[src/hw/rtl/qdd_pkg.sv]
`default_nettype none
package qdd_pkg;

    localparam int unsigned PhaseWidth  = 2;
    localparam int unsigned CountWidth  = 4;
    localparam int unsigned CfgWidth    = 4;
    localparam int unsigned DetentWidth = 2;

    // Register map
    localparam logic CfgDebounceThreshold = 1'b0;
    localparam logic CfgStepsPerDetent    = 1'b1;

    // Request kinds carried on tuser
    localparam logic ReqPoll   = 1'b0;
    localparam logic ReqResync = 1'b1;

    typedef logic [PhaseWidth-1:0] phase_t;

    typedef struct packed {
        phase_t                        accepted_phase;
        phase_t                        candidate_phase;
        logic        [CountWidth-1:0]  stable_run;
        logic signed [CountWidth-1:0]  step_sum;
    } qdd_state_t;

    // Quarter step for an old/new phase pair: Gray code order 0,1,3,2
    function automatic logic signed [1:0] gray_step(input phase_t old_ph, input phase_t new_ph);
        logic signed [1:0] dir;
        begin
            case ({old_ph, new_ph})
                4'b0001, 4'b0111, 4'b1000, 4'b1110: dir = 2'sd1;
                4'b0010, 4'b0100, 4'b1011, 4'b1101: dir = -2'sd1;
                default:                            dir = 2'sd0;
            endcase
            return dir;
        end
    endfunction

endpackage
`default_nettype wire

[src/hw/rtl/quadrature_detent_decoder.sv]
// Quadrature detent decoder with debounce.
//
// Input stream (s_*): one beat per encoder sample. tdata carries line_a in
// bit 0 and line_b in bit 1; tuser selects a poll sample (0) or a resync
// to the current line levels (1). Output stream (m_*): exactly one beat per
// input beat, tdata[1:0] a signed detent of +1, -1 or 0.
// Configuration: cfg_we/cfg_index/cfg_data write debounce_threshold (0)
// and steps_per_detent (1); write only while the stream is idle.
//
// A beat passes from the input register, through the state update, into
// the result register and out as the output beat. A new beat is taken
// every cycle while the receiver accepts results; the debounce and
// step-sum registers are updated once for each beat that moves on.
// When the receiver stalls, the result register holds its beat and the
// input register holds one more; s_tready drops only when both are full.
// Reset clears the phase, run and sum state, empties both registers and
// loads threshold 2 and steps per detent 2.
`default_nettype none
module quadrature_detent_decoder
    import qdd_pkg::*;
(
    input  wire logic                 clk,
    input  wire logic                 rst_n,
    input  wire logic                 s_tvalid,
    output logic                      s_tready,
    input  wire logic [7:0]           s_tdata,   // [0] line_a, [1] line_b, rest zero
    input  wire logic                 s_tuser,   // [0] req_type
    output logic                      m_tvalid,
    input  wire logic                 m_tready,
    output logic [7:0]                m_tdata,   // [1:0] detent (signed), rest zero
    input  wire logic                 cfg_we,
    input  wire logic                 cfg_index,
    input  wire logic [CfgWidth-1:0]  cfg_data
);

    logic                          in_valid_reg;
    logic                          in_req_reg;
    phase_t                        in_phase_reg;
    logic                          out_valid_reg;
    logic signed [DetentWidth-1:0] out_detent_reg;
    logic [CfgWidth-1:0]           threshold_reg;
    logic [CfgWidth-1:0]           spd_reg;
    qdd_state_t                    state_reg;
    qdd_state_t                    state_next;
    logic signed [DetentWidth-1:0] detent_next;
    logic                          advance;
    logic                          s_beat;

    assign advance  = in_valid_reg && (!out_valid_reg || m_tready);
    assign s_tready = !in_valid_reg || advance;
    assign s_beat   = s_tvalid && s_tready;

    // Configuration registers
    always_ff @(posedge clk or negedge rst_n)
    begin
        if (!rst_n)
        begin
            threshold_reg <= CfgWidth'(2);
            spd_reg       <= CfgWidth'(2);
        end
        else if (cfg_we)
        begin
            if (cfg_index == CfgDebounceThreshold)
                threshold_reg <= cfg_data;
            else
                spd_reg <= cfg_data;
        end
    end

    // Input register
    always_ff @(posedge clk or negedge rst_n)
    begin
        if (!rst_n)
            in_valid_reg <= 1'b0;
        else if (s_tready)
            in_valid_reg <= s_tvalid;
    end

    always_ff @(posedge clk)
    begin
        if (s_beat)
        begin
            in_req_reg   <= s_tuser;
            in_phase_reg <= {s_tdata[1], s_tdata[0]};
        end
    end

    qdd_step u_step (
        .state              (state_reg),
        .resync             (in_req_reg),
        .phase              (in_phase_reg),
        .debounce_threshold (threshold_reg),
        .steps_per_detent   (spd_reg),
        .state_next         (state_next),
        .detent             (detent_next)
    );

    // Decoder state
    always_ff @(posedge clk or negedge rst_n)
    begin
        if (!rst_n)
            state_reg <= '0;
        else if (advance)
            state_reg <= state_next;
    end

    // Result register
    always_ff @(posedge clk or negedge rst_n)
    begin
        if (!rst_n)
            out_valid_reg <= 1'b0;
        else if (advance)
            out_valid_reg <= 1'b1;
        else if (m_tready)
            out_valid_reg <= 1'b0;
    end

    always_ff @(posedge clk)
    begin
        if (advance)
            out_detent_reg <= detent_next;
    end

    assign m_tvalid = out_valid_reg;
    assign m_tdata  = {{(8-DetentWidth){1'b0}}, out_detent_reg};

endmodule
`default_nettype wire

[src/hw/rtl/qdd_step.sv]
`default_nettype none
module qdd_step
    import qdd_pkg::*;
(
    input  wire qdd_state_t                     state,
    input  wire logic                           resync,
    input  wire phase_t                         phase,
    input  wire logic [CfgWidth-1:0]            debounce_threshold,
    input  wire logic [CfgWidth-1:0]            steps_per_detent,
    output qdd_state_t                          state_next,
    output logic signed [DetentWidth-1:0]       detent
);

    logic        [CountWidth-1:0] thr;
    logic signed [CountWidth:0]   spd;
    logic        [CountWidth:0]   run;
    logic signed [1:0]            dir;
    logic signed [CountWidth:0]   sum;

    // Clamp configuration into its working range
    always_comb
    begin
        thr = (debounce_threshold == '0) ? CountWidth'(1) : debounce_threshold;
        if (steps_per_detent == '0)
            spd = (CountWidth+1)'(1);
        else if (steps_per_detent > CfgWidth'(8))
            spd = (CountWidth+1)'(8);
        else
            spd = $signed({1'b0, steps_per_detent});
    end

    assign run = {1'b0, state.stable_run} + (CountWidth+1)'(1);
    assign dir = gray_step(state.accepted_phase, phase);
    assign sum = {state.step_sum[CountWidth-1], state.step_sum}
               + {{(CountWidth-1){dir[1]}}, dir};

    // Debounce, direction decode and detent accumulation
    always_comb
    begin
        state_next = state;
        detent     = '0;
        if (resync == ReqResync)
        begin
            state_next.accepted_phase  = phase;
            state_next.candidate_phase = phase;
            state_next.stable_run      = '0;
            state_next.step_sum        = '0;
        end
        else if (phase != state.candidate_phase)
        begin
            state_next.candidate_phase = phase;
            state_next.stable_run      = CountWidth'(1);
        end
        else if (run < {1'b0, thr})
        begin
            state_next.stable_run = run[CountWidth-1:0];
        end
        else
        begin
            state_next.stable_run = thr;
            if (phase != state.accepted_phase)
            begin
                state_next.accepted_phase = phase;
                if (dir != 2'sd0)
                begin
                    if (sum >= spd)
                    begin
                        state_next.step_sum = '0;
                        detent              = 2'sd1;
                    end
                    else if (sum <= -spd)
                    begin
                        state_next.step_sum = '0;
                        detent              = -2'sd1;
                    end
                    else
                    begin
                        state_next.step_sum = sum[CountWidth-1:0];
                    end
                end
            end
        end
    end

endmodule
`default_nettype wire
[config.mk]
export PLATFORM = sky130hd
export DESIGN_NAME = quadrature_detent_decoder
export DESIGN_NICKNAME = d
export VERILOG_FILES = /design/src/hw/rtl/qdd_pkg.sv /design/src/hw/rtl/quadrature_detent_decoder.sv /design/src/hw/rtl/qdd_step.sv
export SDC_FILE = /design/constraint.sdc
export NUM_CORES = 1
export LEC_CHECK = 0
export BUFFER_PORTS_ARGS = -buffer_cell sky130_fd_sc_hd__buf_2
export CORE_MARGIN = 2
export CORE_UTILIZATION = 60
export CTS_BUF_LIST = sky130_fd_sc_hd__clkbuf_2 sky130_fd_sc_hd__clkbuf_4 sky130_fd_sc_hd__clkbuf_8
export CTS_CLUSTER_SIZE = 16
export DETAILED_ROUTE_END_ITERATION = 10
export PLACE_DENSITY = 0.84
export SKIP_LAST_GASP = 1
export SLEW_MARGIN = 20
export SYNTH_ARGS = -nofsm -noshare
export SYNTH_HDL_FRONTEND = slang
export SYNTH_SLANG_ARGS = --single-unit
[constraint.sdc]
create_clock -name clk -period 5.3 [get_ports clk]
set_input_delay 0.53 -clock clk [delete_from_list [all_inputs] [get_ports clk]]
set_output_delay 0.53 -clock clk [all_outputs]
set_load 0.05 [all_outputs]
Word level (Yosys, flattened, before mapping)

Memory sizes are Yosys's and may differ from the RTL's.
Cells that the tools add are included.

Reduce and logical (&&, ||, !) cells: 20
Equal/unequal tests: 4
$lt $le $gt $ge: 4
Add/sub/neg operators: 3
Multiplexer cells: 20
Bitwise logic cells: 3

Operators with widths:

| cell                  | number |
|---|---|
| $mux W4               | 11 |
| $mux W12              | 1 |
| $mux W2               | 5 |
| $reduce_bool A2 Y1    | 5 |
| $logic_not A4 Y1      | 2 |
| $reduce_and A2 Y1     | 3 |
| $reduce_or A6 Y1      | 1 |
| $add A4 B1 Y5 const B | 1 |
| $add A4 B2 Y5         | 1 |
| $ge A5 B5 Y1          | 1 |
| $le A5 B5 Y1          | 1 |
| $lt A5 B4 Y1          | 1 |
| $neg A5 Y5            | 1 |
| $reduce_and A5 Y1     | 1 |
| $reduce_or A5 Y1      | 1 |
| $gt A4 B4 Y1 const B  | 1 |
| $ne A2 B2 Y1          | 2 |
| $ne A2 B2 Y1 const B  | 2 |
| $reduce_and A4 Y1     | 1 |
| $mux W1               | 3 |
| $not A1 Y1            | 3 |
| $logic_and A1 B1 Y1   | 2 |
| $logic_not A1 Y1      | 2 |
| $logic_or A1 B1 Y1    | 2 |

Register bits after elaboration: 27
Word-level logic and storage cells: 67
Memories: 1
Bits in read-only memories: 32

Memory list:

| name            | depth | bits a word | read ports | clocked after memory_dff | write ports | line          | RTL |
|---|---|---|---|---|---|---|---|
| (no name shown) | 16    | 2           | 1          | 0                        | 0           | qdd_pkg.sv:30 | `case ({old_ph, new_ph})` |

Depth between registers and ports, before layout

Depth in word-level cells: 12
Mapped depth: 14
Mapped depth without buffers: 14

By module

From an unflattened synthesis, not the netlist that was laid out.

Cells, all modules: 196
Area total of the unflattened synthesis: 2133.3 um^2

By module, submodules not included:

| module                    | seq. area each (um^2) | area an instance (um^2) | cells each | instances |
|---|---|---|---|---|
| quadrature_detent_decoder | 703.2                 | 1098.6                  | 64         | 1 |
| qdd_step                  | 0.0                   | 1034.7                  | 132        | 1 |

Worst setup path before layout

OpenSTA, ideal clock, no wires.

Path kind: reg2reg
Start: reg in_phase_reg[0]
End: reg out_detent_reg[0], data pin
Arrival: 3.178 ns
Buffers on the path: 0
Path slack: 1.863 ns
Clock period less this slack: 3.437 ns
Stages on the path, launching flop included: 14
Cells stage by stage: edfxtp_1 inv_1 ha_1 mux4_2 inv_1 fa_1 inv_1 ha_1 nor2b_1 o21a_1 o21a_1 nor4_1 o32ai_2 nor2b_1

Word-level cells in the longest chain between the ends: 5
Elaborated cells between the ends (all ways): 12

Ends and longest elaborated chain:

| element                  | line                             | RTL |
|---|---|---|
| start: declaration       | quadrature_detent_decoder.sv:38  | `phase_t in_phase_reg;` |
| start signal: assignment | quadrature_detent_decoder.sv:84  | `in_phase_reg <= {s_tdata[1], s_tdata[0]};` |
| $mem_v2 Z16 W2           | --                               |  |
| $add A4 B2 Y5            | qdd_step.sv:35                   | `+ {{(CountWidth-1){dir[1]}}, dir};` |
| $le A5 B5 Y1             | qdd_step.sv:71                   | `else if (sum <= -spd)` |
| $mux W2                  | qdd_step.sv:71                   |  |
| $mux W1                  | qdd_step.sv:66                   | `if (sum >= spd)` |
| end signal: assignment   | quadrature_detent_decoder.sv:121 | `out_detent_reg <= detent_next;` |
| end: declaration         | quadrature_detent_decoder.sv:40  | `logic signed [DetentWidth-1:0] out_detent_reg;` |

Parallel ways exist; a longest one is shown, timed or not.
A chain may end at the register's enable or synchronous reset.

Worst setup path in the final report

Start: reg in_phase_reg[1]
End: reg state_reg[1] (netlist name)

Word-level cells in the longest chain between the ends: 10
Elaborated cells between the ends (all ways): 18

Ends and longest elaborated chain:

| element                | line                             | RTL |
|---|---|---|
| $mem_v2 Z16 W2         | --                               |  |
| $add A4 B2 Y5          | qdd_step.sv:35                   |  |
| $le A5 B5 Y1           | qdd_step.sv:71                   |  |
| $mux W4                | qdd_step.sv:71                   |  |
| $mux W4                | qdd_step.sv:66                   |  |
| $mux W4                | qdd_step.sv:64                   | `if (dir != 2'sd0)` |
| $mux W4                | qdd_step.sv:61                   | `if (phase != state.accepted_phase)` |
| $mux W4                | qdd_step.sv:54                   | `else if (run < {1'b0, thr})` |
| $mux W4                | qdd_step.sv:49                   | `else if (phase != state.candidate_phase)` |
| $mux W12               | qdd_step.sv:42                   | `if (resync == ReqResync)` |
| end signal: assignment | quadrature_detent_decoder.sv:104 | `state_reg <= state_next;` |
| end: declaration       | quadrature_detent_decoder.sv:43  | `qdd_state_t state_reg;` |

Parallel ways exist; a longest one is shown, timed or not. The select of a mux whose other input is x is not followed.

==> flow_metrics.env <==
export IMPL_status="complete, no violations"
export IMPL_io_buffer_count=16
export IMPL_slew_headroom_pct=66.89
export IMPL_netlist_instances=196
export IMPL_dpl_worst_slack_ns=1.381
export IMPL_tns_ns=0
export IMPL_drt_antenna_violating_nets=0
export IMPL_fin_crit_ns=3.930
export IMPL_worstSetupEndpointType="register"
export IMPL_cts_setup_buffers=0
export IMPL_core_area_um2=3028
export IMPL_dr_pass1_iters=4
export IMPL_critPathMaxStageDelay_ns=0.51
export IMPL_yosysWarnings=0
export IMPL_slew_violations=0
export IMPL_die_area_um2=3649
export IMPL_synthesis_area_um2=1909
export IMPL_irDropWorstVdd_v=0.0001821
export IMPL_cts_resized=0
export IMPL_hold_viol=0
export IMPL_clock_skew_ns=0.003223
export IMPL_final_setup_worst_slack_ns=1.370
export IMPL_cts_root_buffer="clkbuf_4"
export IMPL_clk_pin_slew_worst_paths_ns=0.14
export IMPL_synth_cell_types=45
export IMPL_drv_cap=0
export IMPL_crit_path_max_fanout=6
export IMPL_p_comb_share_pct=48.1
export IMPL_final_common_cell="ha_1"
export IMPL_antenna_found_initial=0
export IMPL_fin_nets=258
export IMPL_wl_um=3602
export IMPL_drive_gt1_share_pct=16.28
export IMPL_groute_usage_overall_pct=23.15
export IMPL_timing_fmax_mhz=254.5
export IMPL_grt_first_pass_wirelength_um=6292
export IMPL_cp_start_kind="register"
export IMPL_tightest_slew_ns=0.4914
export IMPL_r2r_start="in_phase_reg[1]"
export IMPL_cts_sinks=27
export IMPL_synth_top_area_share_pct=26.21
export IMPL_max_clock_path_buffers=2
export IMPL_power_internal_uw=402.6
export IMPL_grt_max_degree=23
export IMPL_required_ns=5.53
export IMPL_power_density_nw_per_um2=331.4
export IMPL_r2r_cells=13
export IMPL_power_frac_clock_pct=13.3
export IMPL_min_path_type="input pin to asynchronous set/reset pin"
export IMPL_cp_slowest_cell="edfxtp_1"
export IMPL_overflow=0
export IMPL_finalCritPeriodShare_pct=74.15
export IMPL_dp_hpwl_um=2905
export IMPL_die_w_um=60.41
export IMPL_setup_violations=0
export IMPL_die_y_um=60.41
export IMPL_viasPerCell=5.579
export IMPL_num_vias=1445
export IMPL_path_common_cell="ha_1"
export IMPL_cts_max_level=1
export IMPL_async_reset_ff_share_pct=81.48
export IMPL_drt_iter0_markers=99
export IMPL_clkLatencyLatePin_ns=0.33
export IMPL_cts_made_buffers=3
export IMPL_start_util_pct=63.06
export IMPL_gp_congestion=0.8387
export IMPL_crit_arrival_ns=4.16
export IMPL_ys_flop_type="dfrtp_1"
export IMPL_p_leak_uw=0.0009379
export IMPL_final_util_pct=67.56
export IMPL_drc=0
export IMPL_rows=20
export IMPL_path_cells="inv_1 -> ha_1 -> xnor2_1 -> ha_1 -> inv_1 -> fa_1 -> xnor2_1 -> ha_1 -> o21a_1 -> o21a_1 -> nor4_1 -> o32ai_2 -> o41ai_1"
export IMPL_wire_per_inst_um=13.91
export IMPL_p_total_uw=678.0
export IMPL_p_seq_share_pct=38.6
export IMPL_diodes=0
export IMPL_power_switching_share_pct=40.61
export IMPL_final_cell_mix="ha_1 (22), nand2_1 (20), dfrtp_1 (20), buf_2 (16)"
export IMPL_grt_pass1_vias=1462
export IMPL_r2r_setup_slack_ns=1.37
export IMPL_rsz0062_at_grt="false"
export IMPL_syn2layout_area_growth_pct=7.143
export IMPL_largest_reg_flops=12
export IMPL_ys_top_cells_by_area="dfrtp_1 (26%), ha_1 (14%), edfxtp_1 (7.9%)"
export IMPL_postSynthAreaPerCell_um2=9.741
export IMPL_cts_hold_repair_buffers=0
export IMPL_yosysSeqAreaShare_pct=36.83
export IMPL_r2r_end="state_reg[1]"
export IMPL_synth_seq_cells=27
export IMPL_p_sw_uw=275.4
export IMPL_path_class="register to register"
export IMPL_tritoncts="done"
export IMPL_io_pin_count=29
export IMPL_synth_edff_count=5
export IMPL_synth_top_cell_by_area="dfrtp_1"
layer usage:
layer / wire (um) / GRT usage (%) / share of wire [%]
met1: 1556 / 27.08 / 43
met2: 1844 / 44.57 / 51
met3: 150 / 1.919 / 4.2
met4: 51 / 7.453 / 1.4
met5: 0 / 0 / 0
critical path, delay by kind of cell, from the launching register on:
| kind | cells | cell delay [ns] |
|---|---|---|
| AND/OR/NAND/NOR | 1 | 0.39 |
| AO/OA/AOI/OAI | 4 | 0.88 |
| flip-flops | 1 | 0.51 |
| XOR/XNOR | 2 | 0.59 |
| adder cells (fa/ha/maj) | 4 | 1.26 |
| buffers and inverters | 2 | 0.18 |
layout make-up:
class	count	area (um2)
Clock buffer	3	22.52
Tap cell	44	55.05
Timing Repair Buffer	16	80.08
Fill cell	250	982.2
Inverter	14	52.55
Clock inverter	1	5.005
Multi-Input combinational cell	154	1127
Sequential cell	27	703.2
stage by stage:
| step | instance area (um2) | cells | hold slack (ns) |
|---|---|---|---|
| global route | 2046 | 259 | 0.1640 |
| finish | 2046 | 259 | 0.1364 |
| global placement | 2018 | 255 | 0.4775 |
| CTS | 2046 | 259 | 0.1482 |
| floorplan | 1932 | 202 | 0.2344 |
| detailed placement | 2018 | 255 | 0.4938 |
power groups by stage:
stage	clock, uW	combinational [uW]	sequential, uW
6_report	89.9	326	262
5_1_grt	98.5	370	267
4_1_cts	92.4	327	262
3_5_place_dp	0	325	266
3_3_place_gp	0	310	265
2_1_floorplan	0	253	266
cells by family (layout without fill, tap and decap cells):
kind of cell | after synthesis | in the layout | share of synthesized area (%)
adder cells (fa/ha/maj) | 24 | 24 | 16.05
XOR/XNOR | 11 | 11 | 5.046
other | 1 | 7 | 0.1964
flip-flops | 27 | 27 | 36.83
multiplexers | 8 | 8 | 5.308
AO/OA/AOI/OAI | 41 | 41 | 14.02
buffers and inverters | 21 | 34 | 5.308
AND/OR/NAND/NOR | 63 | 63 | 17.23
synth_stat cells, types with 2 or more instances:
library cell  instances
ha_1                 22
dfrtp_1              20
nand2_1              20
inv_1                14
o21ai_0              14
nor2_1               11
nand2b_1              8
a21oi_1               7
mux2_2                7
buf_4                 6
xor2_1                6
edfxtp_1              5
xnor2_1               5
nor2b_1               4
nor3_1                4
o21a_1                4
nand3_1               3
o31ai_1               3
a31oi_1               2
dfstp_2               2
nand4_1               2
nor3b_1               2
o211ai_1              2
o41ai_1               2
worst max-delay path by stage:
stage,startpoint,endpoint,slack (ns),cells past startpoint
5_1_grt,in_phase_reg[0],state_reg[1],1.09,14
6_report,in_phase_reg[1],state_reg[1],1.37,13
3_3_place_gp,in_phase_reg[0],state_reg[1],1.51,13
4_1_cts,in_phase_reg[0],state_reg[0],1.34,13
3_5_place_dp,in_phase_reg[0],state_reg[0],1.38,13
2_1_floorplan,in_phase_reg[0],out_detent_reg[0],1.86,13
No activity file was read; power rests on OpenSTA's default activity.
